File: src/hdl/infix_expression_evaluator_macros.svh
// assertion macros used by the evaluator datapath
// needs clk and rst in the scope of each use
`ifndef INFIX_EXPRESSION_EVALUATOR_MACROS_SVH
`define INFIX_EXPRESSION_EVALUATOR_MACROS_SVH

// same-cycle implication
`define IEE_ASSERT_IMP(lbl, ante, cons, msg) \
  lbl: assert property (@(posedge clk) disable iff (rst) (ante) |-> (cons)) else $error(msg);

// next-cycle implication
`define IEE_ASSERT_NXT(lbl, ante, cons, msg) \
  lbl: assert property (@(posedge clk) disable iff (rst) (ante) |=> (cons)) else $error(msg);

`endif

File: src/hdl/iee_pkg.sv
// shared constants and controller/datapath handshake types for the evaluator
// no dependencies
`timescale 1ns / 1ps

package iee_pkg;

  localparam int STACK_DEPTH_DEF = 16;
  localparam int VALUE_WIDTH_DEF = 32;

  localparam logic [1:0] KIND_VALUE = 2'd0;
  localparam logic [1:0] KIND_OPER  = 2'd1;
  localparam logic [1:0] KIND_END   = 2'd2;

  localparam logic [2:0] OP_ADD   = 3'd0;
  localparam logic [2:0] OP_SUB   = 3'd1;
  localparam logic [2:0] OP_MUL   = 3'd2;
  localparam logic [2:0] OP_DIV   = 3'd3;
  localparam logic [2:0] OP_OPEN  = 3'd4;
  localparam logic [2:0] OP_CLOSE = 3'd5;

  localparam logic [2:0] ST_OK    = 3'd0;
  localparam logic [2:0] ST_UNDER = 3'd1;
  localparam logic [2:0] ST_PAREN = 3'd2;
  localparam logic [2:0] ST_OVER  = 3'd3;
  localparam logic [2:0] ST_DIV0  = 3'd4;
  localparam logic [2:0] ST_LEFT  = 3'd5;

  typedef struct packed {
    logic       load_tok;
    logic       push_tok_val;
    logic       push_tok_op;
    logic       pop_op;
    logic       rd_op;
    logic       rd_top;
    logic       rd_second;
    logic       rd_base;
    logic       latch_b;
    logic       latch_a;
    logic       pop_two;
    logic       alu_add;
    logic       start_iter;
    logic       latch_iter;
    logic       push_res;
    logic       set_err;
    logic [2:0] err_code;
    logic       finish;
  } cmd_t;

  typedef struct packed {
    logic       err_set;
    logic       ocnt_zero;
    logic       vcnt_lt2;
    logic [1:0] tok_kind;
    logic [2:0] tok_op;
    logic [2:0] top_op;
    logic       b_zero;
    logic       iter_done;
    logic       out_valid;
  } sts_t;

endpackage

File: src/hdl/iee_muldiv.sv
// shared iterative unit: shift-add multiply and restoring signed divide
// depends on nothing but its parameter
`timescale 1ns / 1ps

module iee_muldiv #(
  parameter int VALUE_WIDTH = 32
) (
  input  logic                   clk,
  input  logic                   rst,
  input  logic                   start,
  input  logic                   is_div,
  input  logic [VALUE_WIDTH-1:0] a,
  input  logic [VALUE_WIDTH-1:0] b,
  output logic                   done,
  output logic [VALUE_WIDTH-1:0] res
);

  localparam int W   = VALUE_WIDTH;
  localparam int CNW = $clog2(W);

  logic           busy;
  logic [CNW-1:0] cnt;
  logic           mode_div;
  logic           neg;
  logic [W-1:0]   rem;
  logic [W-1:0]   quo;
  logic [W-1:0]   dvs;
  logic [W:0]     sh;
  logic [W:0]     diff;

  assign sh   = {rem, quo[W-1]};
  assign diff = sh - {1'b0, dvs};
  assign res  = mode_div ? (neg ? W'(-quo) : quo) : rem;

  always_ff @(posedge clk) begin
    if (rst) begin
      busy <= 1'b0;
      done <= 1'b0;
    end else begin
      done <= 1'b0;
      if (start) begin
        busy <= 1'b1;
      end else if (busy && cnt == CNW'(W - 1)) begin
        busy <= 1'b0;
        done <= 1'b1;
      end
    end
  end

  always_ff @(posedge clk) begin
    if (start) begin
      cnt      <= '0;
      mode_div <= is_div;
      neg      <= a[W-1] ^ b[W-1];
      rem      <= '0;
      if (is_div) begin
        quo <= a[W-1] ? W'(-a) : a;
        dvs <= b[W-1] ? W'(-b) : b;
      end else begin
        quo <= b;
        dvs <= a;
      end
    end else if (busy) begin
      cnt <= cnt + 1'b1;
      if (mode_div) begin
        if (!diff[W]) begin
          rem <= diff[W-1:0];
          quo <= {quo[W-2:0], 1'b1};
        end else begin
          rem <= sh[W-1:0];
          quo <= {quo[W-2:0], 1'b0};
        end
      end else begin
        if (quo[0]) begin
          rem <= rem + dvs;
        end
        dvs <= {dvs[W-2:0], 1'b0};
        quo <= {1'b0, quo[W-1:1]};
      end
    end
  end

endmodule

File: src/hdl/iee_datapath.sv
// datapath: token register, value and operator stacks, error latch, result register
// depends on iee_pkg, iee_muldiv and the assertion macros
`timescale 1ns / 1ps
`include "infix_expression_evaluator_macros.svh"

module iee_datapath #(
  parameter int STACK_DEPTH = 16,
  parameter int VALUE_WIDTH = 32
) (
  input  logic         clk,
  input  logic         rst,
  input  logic [1:0]   tok_kind_in,
  input  logic [31:0]  tok_val_in,
  input  logic [2:0]   tok_op_in,
  input  iee_pkg::cmd_t cmd,
  output iee_pkg::sts_t sts,
  input  logic         out_ready,
  output logic         out_valid,
  output logic [31:0]  out_value,
  output logic [2:0]   out_status
);
  import iee_pkg::*;

  localparam int D  = STACK_DEPTH;
  localparam int W  = VALUE_WIDTH;
  localparam int AW = $clog2(D);
  localparam int CW = $clog2(D + 1);

  logic [W-1:0]  vmem [D];
  logic [2:0]    omem [D];
  logic [W-1:0]  vrd;
  logic [2:0]    ord;
  logic [CW-1:0] vcnt;
  logic [CW-1:0] ocnt;
  logic [2:0]    err;
  logic [1:0]    tok_kind;
  logic [31:0]   tok_val;
  logic [2:0]    tok_op;
  logic [W-1:0]  a;
  logic [W-1:0]  b;
  logic [W-1:0]  res;
  logic [W-1:0]  tok_ext;
  logic [W-1:0]  unit_res;
  logic          unit_done;
  logic [AW-1:0] vra;
  logic          vfull;
  logic          ofull;

  assign tok_ext = W'($signed(tok_val));
  assign vfull   = (vcnt == CW'(D));
  assign ofull   = (ocnt == CW'(D));

  always_comb begin
    if (cmd.rd_top) begin
      vra = AW'(vcnt - 1'b1);
    end else if (cmd.rd_second) begin
      vra = AW'(vcnt - 2'd2);
    end else begin
      vra = '0;
    end
  end

  iee_muldiv #(.VALUE_WIDTH(W)) u_muldiv (
    .clk    (clk),
    .rst    (rst),
    .start  (cmd.start_iter),
    .is_div (ord == OP_DIV),
    .a      (a),
    .b      (b),
    .done   (unit_done),
    .res    (unit_res)
  );

  // stacks
  always_ff @(posedge clk) begin
    if (err == ST_OK && !vfull && cmd.push_tok_val) begin
      vmem[AW'(vcnt)] <= tok_ext;
    end else if (err == ST_OK && !vfull && cmd.push_res) begin
      vmem[AW'(vcnt)] <= res;
    end
    vrd <= vmem[vra];
  end

  always_ff @(posedge clk) begin
    if (err == ST_OK && !ofull && cmd.push_tok_op) begin
      omem[AW'(ocnt)] <= tok_op;
    end
    if (cmd.rd_op) begin
      ord <= omem[AW'(ocnt - 1'b1)];
    end
  end

  // payload
  always_ff @(posedge clk) begin
    if (cmd.load_tok) begin
      tok_kind <= tok_kind_in;
      tok_val  <= tok_val_in;
      tok_op   <= tok_op_in;
    end
    if (cmd.latch_b) b <= vrd;
    if (cmd.latch_a) a <= vrd;
    if (cmd.alu_add) begin
      res <= (ord == OP_SUB) ? a - b : a + b;
    end else if (cmd.latch_iter) begin
      res <= unit_res;
    end
    if (cmd.finish) begin
      if (err != ST_OK) begin
        out_status <= err;
        out_value  <= '0;
      end else if (vcnt == '0) begin
        out_status <= ST_UNDER;
        out_value  <= '0;
      end else if (vcnt > CW'(1)) begin
        out_status <= ST_LEFT;
        out_value  <= '0;
      end else begin
        out_status <= ST_OK;
        out_value  <= 32'($signed(vrd));
      end
    end
  end

  // control
  always_ff @(posedge clk) begin
    if (rst) begin
      vcnt      <= '0;
      ocnt      <= '0;
      err       <= ST_OK;
      out_valid <= 1'b0;
    end else begin
      if (out_valid && out_ready) out_valid <= 1'b0;
      if (err == ST_OK && (cmd.push_tok_val || cmd.push_res)) begin
        if (vfull) err <= ST_OVER;
        else vcnt <= vcnt + 1'b1;
      end
      if (err == ST_OK && cmd.push_tok_op) begin
        if (ofull) err <= ST_OVER;
        else ocnt <= ocnt + 1'b1;
      end
      if (cmd.pop_op)  ocnt <= ocnt - 1'b1;
      if (cmd.pop_two) vcnt <= vcnt - 2'd2;
      if (cmd.set_err && err == ST_OK) err <= cmd.err_code;
      if (cmd.finish) begin
        out_valid <= 1'b1;
        vcnt      <= '0;
        ocnt      <= '0;
        err       <= ST_OK;
      end
    end
  end

  always_comb begin
    sts.err_set   = (err != ST_OK);
    sts.ocnt_zero = (ocnt == '0);
    sts.vcnt_lt2  = (vcnt < CW'(2));
    sts.tok_kind  = tok_kind;
    sts.tok_op    = tok_op;
    sts.top_op    = ord;
    sts.b_zero    = (b == '0);
    sts.iter_done = unit_done;
    sts.out_valid = out_valid;
  end

  `IEE_ASSERT_NXT(a_finish_clears, cmd.finish, vcnt == '0 && ocnt == '0 && err == ST_OK && out_valid, "end of line left state behind")
  `IEE_ASSERT_IMP(a_count_bound, 1'b1, vcnt <= CW'(D) && ocnt <= CW'(D), "stack count beyond depth")
  `IEE_ASSERT_NXT(a_err_sticky, err != ST_OK && !cmd.finish, $stable(err), "latched error changed")

endmodule

File: src/hdl/iee_ctrl.sv
// controller: token dispatch and reduction sequencing for the evaluator
// depends on iee_pkg
`timescale 1ns / 1ps

module iee_ctrl (
  input  logic          clk,
  input  logic          rst,
  input  logic          in_valid,
  output logic          in_ready,
  input  iee_pkg::sts_t sts,
  output iee_pkg::cmd_t cmd
);
  import iee_pkg::*;

  localparam logic [3:0] S_IDLE  = 4'd0;
  localparam logic [3:0] S_DISP  = 4'd1;
  localparam logic [3:0] S_RDOP  = 4'd2;
  localparam logic [3:0] S_OPCHK = 4'd3;
  localparam logic [3:0] S_POP   = 4'd4;
  localparam logic [3:0] S_GETB  = 4'd5;
  localparam logic [3:0] S_GETA  = 4'd6;
  localparam logic [3:0] S_EXEC  = 4'd7;
  localparam logic [3:0] S_ITER  = 4'd8;
  localparam logic [3:0] S_PUSH  = 4'd9;
  localparam logic [3:0] S_TAIL  = 4'd10;
  localparam logic [3:0] S_FIN   = 4'd11;

  logic [3:0] state;
  logic [3:0] state_next;
  logic       cont;

  assign in_ready = (state == S_IDLE);

  // reduce while top op binds at least as tight, to ( on ), all on end
  always_comb begin
    if (sts.tok_kind == KIND_END) begin
      cont = 1'b1;
    end else if (sts.tok_op == OP_CLOSE) begin
      cont = (sts.top_op != OP_OPEN);
    end else if (sts.tok_op inside {OP_ADD, OP_SUB}) begin
      cont = (sts.top_op inside {OP_ADD, OP_SUB, OP_MUL, OP_DIV});
    end else begin
      cont = (sts.top_op inside {OP_MUL, OP_DIV});
    end
  end

  always_comb begin
    cmd          = '0;
    cmd.load_tok = in_valid && in_ready;
    state_next   = state;
    case (state)
      S_IDLE: begin
        if (in_valid && in_ready) state_next = S_DISP;
      end
      S_DISP: begin
        state_next = S_IDLE;
        case (sts.tok_kind)
          KIND_VALUE: cmd.push_tok_val = 1'b1;
          KIND_OPER: begin
            if (!sts.err_set) begin
              if (sts.tok_op == OP_OPEN) begin
                cmd.push_tok_op = 1'b1;
              end else if (sts.tok_op inside {OP_ADD, OP_SUB, OP_MUL, OP_DIV, OP_CLOSE}) begin
                state_next = S_RDOP;
              end
            end
          end
          KIND_END: state_next = S_RDOP;
          default: state_next = S_IDLE;
        endcase
      end
      S_RDOP: begin
        if (sts.err_set || sts.ocnt_zero) begin
          state_next = S_TAIL;
        end else begin
          cmd.rd_op  = 1'b1;
          state_next = S_OPCHK;
        end
      end
      S_OPCHK: begin
        if (sts.tok_kind == KIND_END && sts.top_op == OP_OPEN) begin
          cmd.set_err  = 1'b1;
          cmd.err_code = ST_PAREN;
          state_next   = S_TAIL;
        end else if (cont) begin
          state_next = S_POP;
        end else begin
          state_next = S_TAIL;
        end
      end
      S_POP: begin
        cmd.pop_op = 1'b1;
        if (sts.vcnt_lt2) begin
          cmd.set_err  = 1'b1;
          cmd.err_code = ST_UNDER;
          state_next   = S_RDOP;
        end else begin
          cmd.rd_top = 1'b1;
          state_next = S_GETB;
        end
      end
      S_GETB: begin
        cmd.latch_b   = 1'b1;
        cmd.rd_second = 1'b1;
        state_next    = S_GETA;
      end
      S_GETA: begin
        cmd.latch_a = 1'b1;
        cmd.pop_two = 1'b1;
        state_next  = S_EXEC;
      end
      S_EXEC: begin
        case (sts.top_op)
          OP_ADD, OP_SUB: begin
            cmd.alu_add = 1'b1;
            state_next  = S_PUSH;
          end
          OP_MUL: begin
            cmd.start_iter = 1'b1;
            state_next     = S_ITER;
          end
          OP_DIV: begin
            if (sts.b_zero) begin
              cmd.set_err  = 1'b1;
              cmd.err_code = ST_DIV0;
              state_next   = S_RDOP;
            end else begin
              cmd.start_iter = 1'b1;
              state_next     = S_ITER;
            end
          end
          default: begin
            cmd.set_err  = 1'b1;
            cmd.err_code = ST_PAREN;
            state_next   = S_RDOP;
          end
        endcase
      end
      S_ITER: begin
        if (sts.iter_done) begin
          cmd.latch_iter = 1'b1;
          state_next     = S_PUSH;
        end
      end
      S_PUSH: begin
        cmd.push_res = 1'b1;
        state_next   = S_RDOP;
      end
      S_TAIL: begin
        state_next = S_IDLE;
        if (sts.tok_kind == KIND_END) begin
          cmd.rd_base = 1'b1;
          state_next  = S_FIN;
        end else if (sts.tok_op == OP_CLOSE) begin
          if (!sts.err_set) begin
            if (sts.ocnt_zero) begin
              cmd.set_err  = 1'b1;
              cmd.err_code = ST_PAREN;
            end else begin
              cmd.pop_op = 1'b1;
            end
          end
        end else begin
          cmd.push_tok_op = 1'b1;
        end
      end
      S_FIN: begin
        // wait here while the previous result is still held
        if (!sts.out_valid) begin
          cmd.finish = 1'b1;
          state_next = S_IDLE;
        end
      end
      default: state_next = S_IDLE;
    endcase
  end

  always_ff @(posedge clk) begin
    if (rst) begin
      state <= S_IDLE;
    end else begin
      state <= state_next;
    end
  end

endmodule

File: src/hdl/infix_expression_evaluator.sv
// channel  dir  handshake          tdata                                  tuser
// s        in   s_tvalid/s_tready  [31:0] operand_value [34:32] operator  [1:0] req_type
// m        out  m_tvalid/m_tready  [31:0] result_value                    [2:0] status
//
// value tokens and open parentheses are pushed at dispatch; other operator tokens pass
// through the reduction loop, where an add or subtract reduction uses the adder and a
// multiply or divide uses the shared shift-add / restoring divide unit
// an end token also runs the loop, then loads the result register; it waits while the
// previous result has not been taken, and no new token is accepted meanwhile
// rst is synchronous and clears counts, error latch and the result valid flag
`timescale 1ns / 1ps

module infix_expression_evaluator #(
  parameter int STACK_DEPTH = iee_pkg::STACK_DEPTH_DEF,
  parameter int VALUE_WIDTH = iee_pkg::VALUE_WIDTH_DEF
) (
  input  logic        clk,
  input  logic        rst,
  input  logic        s_tvalid,
  output logic        s_tready,
  input  logic [39:0] s_tdata,   // operand_value, operator_code, zero pad
  input  logic [1:0]  s_tuser,   // req_type
  output logic        m_tvalid,
  input  logic        m_tready,
  output logic [31:0] m_tdata,   // result_value
  output logic [2:0]  m_tuser    // status
);
  import iee_pkg::*;

  cmd_t cmd;
  sts_t sts;

  iee_ctrl u_ctrl (
    .clk      (clk),
    .rst      (rst),
    .in_valid (s_tvalid),
    .in_ready (s_tready),
    .sts      (sts),
    .cmd      (cmd)
  );

  iee_datapath #(
    .STACK_DEPTH (STACK_DEPTH),
    .VALUE_WIDTH (VALUE_WIDTH)
  ) u_datapath (
    .clk         (clk),
    .rst         (rst),
    .tok_kind_in (s_tuser),
    .tok_val_in  (s_tdata[31:0]),
    .tok_op_in   (s_tdata[34:32]),
    .cmd         (cmd),
    .sts         (sts),
    .out_ready   (m_tready),
    .out_valid   (m_tvalid),
    .out_value   (m_tdata),
    .out_status  (m_tuser)
  );

endmodule
File: config.mk
export PLATFORM = sky130hd
export DESIGN_NAME = infix_expression_evaluator
export DESIGN_NICKNAME = d
export VERILOG_FILES = /design/src/hdl/iee_pkg.sv /design/src/hdl/iee_muldiv.sv /design/src/hdl/iee_datapath.sv /design/src/hdl/iee_ctrl.sv /design/src/hdl/infix_expression_evaluator.sv
export VERILOG_INCLUDE_DIRS = /design/src /design/src/hdl
export SDC_FILE = /design/constraint.sdc
export NUM_CORES = 2
export LEC_CHECK = 0
export ABC_AREA = 1
export BUFFER_PORTS_ARGS = -buffer_cell sky130_fd_sc_hd__clkbuf_2
export CORE_MARGIN = 1.5
export CORE_UTILIZATION = 30
export DETAILED_ROUTE_END_ITERATION = 6
export GPL_TIMING_DRIVEN = 0
export PLACE_DENSITY = 0.47
export SYNTH_ARGS = -nofsm -noshare
export SYNTH_HDL_FRONTEND = slang
export SYNTH_HIERARCHICAL = 1
export SYNTH_SLANG_ARGS = --single-unit
File: constraint.sdc
create_clock -name clk -period 8.9 [get_ports clk]
set_clock_uncertainty 0.2 [all_clocks]
set_input_delay 0.445 -clock clk [delete_from_list [all_inputs] [get_ports clk]]
set_output_delay 0.445 -clock clk [all_outputs]
set_load 0.02 [all_outputs]
==> key figures <==
Final layout
  • Share of cells above drive strength 1: 8.86%
  • Number of filler cells placed in the layout: 16515
  • Final net count: 5854
  • Fin area: 55400 sq um
  • Register area: 25700 sq um
  • Most common cell after layout, fill and taps aside: nand2_1
  • Area of the multi-input gates: 18600 sq um
  • Layout area overhead: 15.1%
  • Most frequent cells in the layout: nand2_1, edfxtp_1, inv_1, o21ai_0, nor2_1

Routing
  • DR WL/cell: 23.0 microns
  • Top Layer Used: met5
  • Post-route ant nets: 0
  • Via count: 39138
  • M1 WL: 75500 microns
  • DR WL met2: 89700 microns
  • Initial DRC count: 3294
  • Met3 WL: 8270 microns
  • DR DRC count: 0
  • Vias per std cell: 4.99
  • Final WL: 180000 microns
  • Number of iterations in the first detailed-routing pass: 5

Clock network
  • Post-CTS setup buffer count: 0
  • Clock root buffer: clkbuf_16
  • CTS tree: yes
  • Post-CTS Resized: 0
  • H-tree levels: 3
  • # clock sinks: 886
  • Clock tree buffer depth: 3
  • Worst-path clk slew: 0.06 ns
  • CTS Buf Count: 99
  • Clock insertion delay at the later pin of the skew report: 0.74 ns

Logic synthesis
  • Simple-gate share of the synthesized area: 19.3%
  • Synth cell types: 60
  • Seq cells post-synth: 886
  • Synth Area in XOR/XNOR: 1.58%
  • Area share of fa/ha/maj cells after synthesis: 3.11%
  • Ys flop type: edfxtp_1
  • Post-synthesis compound-gate area fraction: 13.4%
  • Largest family of logic cells by synthesized area: simple AND/OR/NAND/NOR gates
  • Post-synth EDFFs: 797
  • Post-synthesis async set-or-reset flop share: 0%
  • Multiplexer share of the synthesized area: 1.02%
  • Post-synth top area share: 49.7%
  • Sequential area share after synthesis: 53.4%
  • Synth area leaders: edfxtp_1, nand2_1, inv_1
  • Syn_nets: 5588
  • Post-Syn Area: 48200 sq um
  • Synth Instances: 5424
  • Post-synth top area cell: edfxtp_1
  • Avg Cell Area, Syn: 8.88 sq um
  • Yosys warnings: 6

Place
  • HPWL Detailed: 138000 microns
  • Placed Instance Area: 51900 sq um
  • IO Port Bufs: 77
  • RD Place Congestion: 0.983

Timing
  • Min Tclk post-route: 5.63 ns
  • Achievable Freq: 0.178 GHz
  • Final Max Tran Viols: 0
  • Setup TNS: 0 ns
  • RSZ-0062 raised after global routing: false
  • Worst Tran Pin Value: 1.29 ns
  • Final Cycle Share: 63.3%
  • # setup viols final: 0
  • Max transition margin: 13.8%
  • Final-report hold violation count: 0

Global route
  • Number of global-route vias before repair: 38779
  • Total Routing Usage GR: 21.7%
  • Largest net degree at the start of global routing: 33
  • Antenna violations before repair: 6
  • Grt total ovfl: 0
  • First-pass GRT wire length: 259000 microns

Worst setup path
  • Worst EP required: 9.14 ns
  • Startpoint types: register
  • Crit end category: register
  • CP Class: reg2reg
  • WP data arrival: 5.88 ns
  • CP Max Fanout: 24

Run
  • Max-Cap Viols: 0

Die
  • Initial Utilization: 30.3%
  • Core Area: 159000 sq um
  • Chip height: 404 microns
  • Chip Width: 404 microns
  • Std cell rows: 146
  • Die Footprint: 163000 sq um
  • Ports: 83

Outcome
  • Status: complete, no violations

Power and ir drop
  • Cell Pwr Density: 188 nW/um^2
  • Max VDD drop: 156 uV
  • Leak: 22.5 nW

Min path
  • Worst hold path class: in2reg
## final cells by class
type,instances,area share [%]
Sequential cell,886,46.4
Multi-Input combinational cell,3534,33.6
Inverter,785,5.32
Clock buffer,128,4.72
Tap cell,2072,4.68
Timing Repair Buffer,165,2.63
Buffer,219,1.82
Clock inverter,52,0.815
Antenna cell,1,0.00451
## Yosys cell counts, types with 7 or more instances
master and n:
nor3_1 53, nand2_2 18, a31oi_1 9, or2_2 8, nand4_1 39, a21oi_2 24
nor2_1 377, buf_4 13, a21oi_1 305, o21ai_1 27, xor2_1 52, inv_1 769
ha_1 115, nand2_1 1343, nand3b_1 15, nor2_2 10, buf_2 44, nand3_1 258
buf_1 19, mux2i_1 12, nand2_4 26, edfxtp_1 797, o221ai_1 28, inv_2 12
xnor2_1 35, o21ai_0 396, dfxtp_1 89, nand3_2 21, o31ai_1 11, clkbuf_1 129
o211ai_1 254, o21bai_1 11, mux2_2 28, clkbuf_2 7
## power by group
part | switching (mW) | internal [mW] | total [mW]
Clock | 1.76 | 2.22 | 3.98
Combinational | 1.04 | 0.396 | 1.44
Sequential | 0.141 | 4.88 | 5.02
Total | 2.94 | 7.50 | 10.4
## critical path, stage by stage, from the launching register on
cell	delay (ns)
edfxtp_1	0.57
nor2_1	0.22
nand3_1	0.16
nor2_1	0.23
nand2_1	0.16
nor4_1	0.42
nand4_1	0.16
nor2_1	0.41
nand2_1	0.23
nand2_1	0.10
nor2_1	0.15
clkbuf_1	0.26
clkinv_1	0.20
clkbuf_1	0.60
clkbuf_1	0.67
o21ai_4	0.30
buf_12	0.26
## registers in the layout, summed over array words and instances, names as in the netlist, 2 cells and up
name / count
u_datapath/tok_ext: 32
u_datapath/res: 32
u_datapath/ocnt: 5
u_datapath/u_muldiv/quo: 32
u_datapath/u_muldiv/dvs: 32
u_datapath/a: 32
u_datapath/err: 3
u_datapath/ord: 3
u_datapath/vrd: 32
u_datapath/vmem: 512
u_datapath/vcnt: 5
u_ctrl/state: 4
u_datapath/u_muldiv/rem: 32
u_datapath/out_value: 32
u_datapath/out_status: 3
u_datapath/b: 32
u_datapath/tok_kind: 2
u_datapath/u_muldiv/cnt: 5
u_datapath/omem: 48
u_datapath/tok_op: 3
## cell families after synthesis
group,Yosys count
xor+xnor,87
fa+ha+maj,118
flops,886
simple gates,2190
mux,45
compound gates,1094
buf+inv,1004
## repair_timing
item,in CTS,in global routing
hold buffers,41,0
endpoints found under the hold margin,44,0
setup endpoints to repair,0,0
## through the flow
step / total power, mW / util, % / cells / hold WS [ns] / worst slack [ns]
2_1_floorplan: 5.92 / - / 5424 / 0.225 / 4.54
3_3_place_gp: 6.51 / 32.2 / 7573 / 0.234 / 0.401
3_5_place_dp: 6.53 / 32.7 / 7620 / 0.246 / 3.25
4_1_cts: 10.5 / 34.9 / 7841 / 0.178 / 3.18
5_1_grt: 10.9 / 34.9 / 7841 / 0.214 / 3.09
6_report: 10.4 / 34.9 / 7842 / 0.223 / 3.27
## worst paths after layout
check / start / to / slack [ns] / depth (start not counted)
worst min register to register: u_datapath/u_muldiv/cnt[4] / u_datapath/u_muldiv/cnt[4] / 0.25 / 2
worst max register to register: u_datapath/b[4] / u_datapath/u_muldiv/dvs[31] / 3.27 / 16
worst min-delay path: s_tdata[13] / u_datapath/tok_ext[13] / 0.22 / 2
worst max-delay path: u_datapath/b[4] / u_datapath/u_muldiv/dvs[31] / 3.27 / 16
## metal layers
metal / track usage (%) / vias up
li1: - / 18873
met1: 26.9 / 18782
met2: 38.6 / 1168
met3: 2.17 / 313
met4: 8.52 / 2
met5: 0 / -
(Power assumes the default switching activity.)
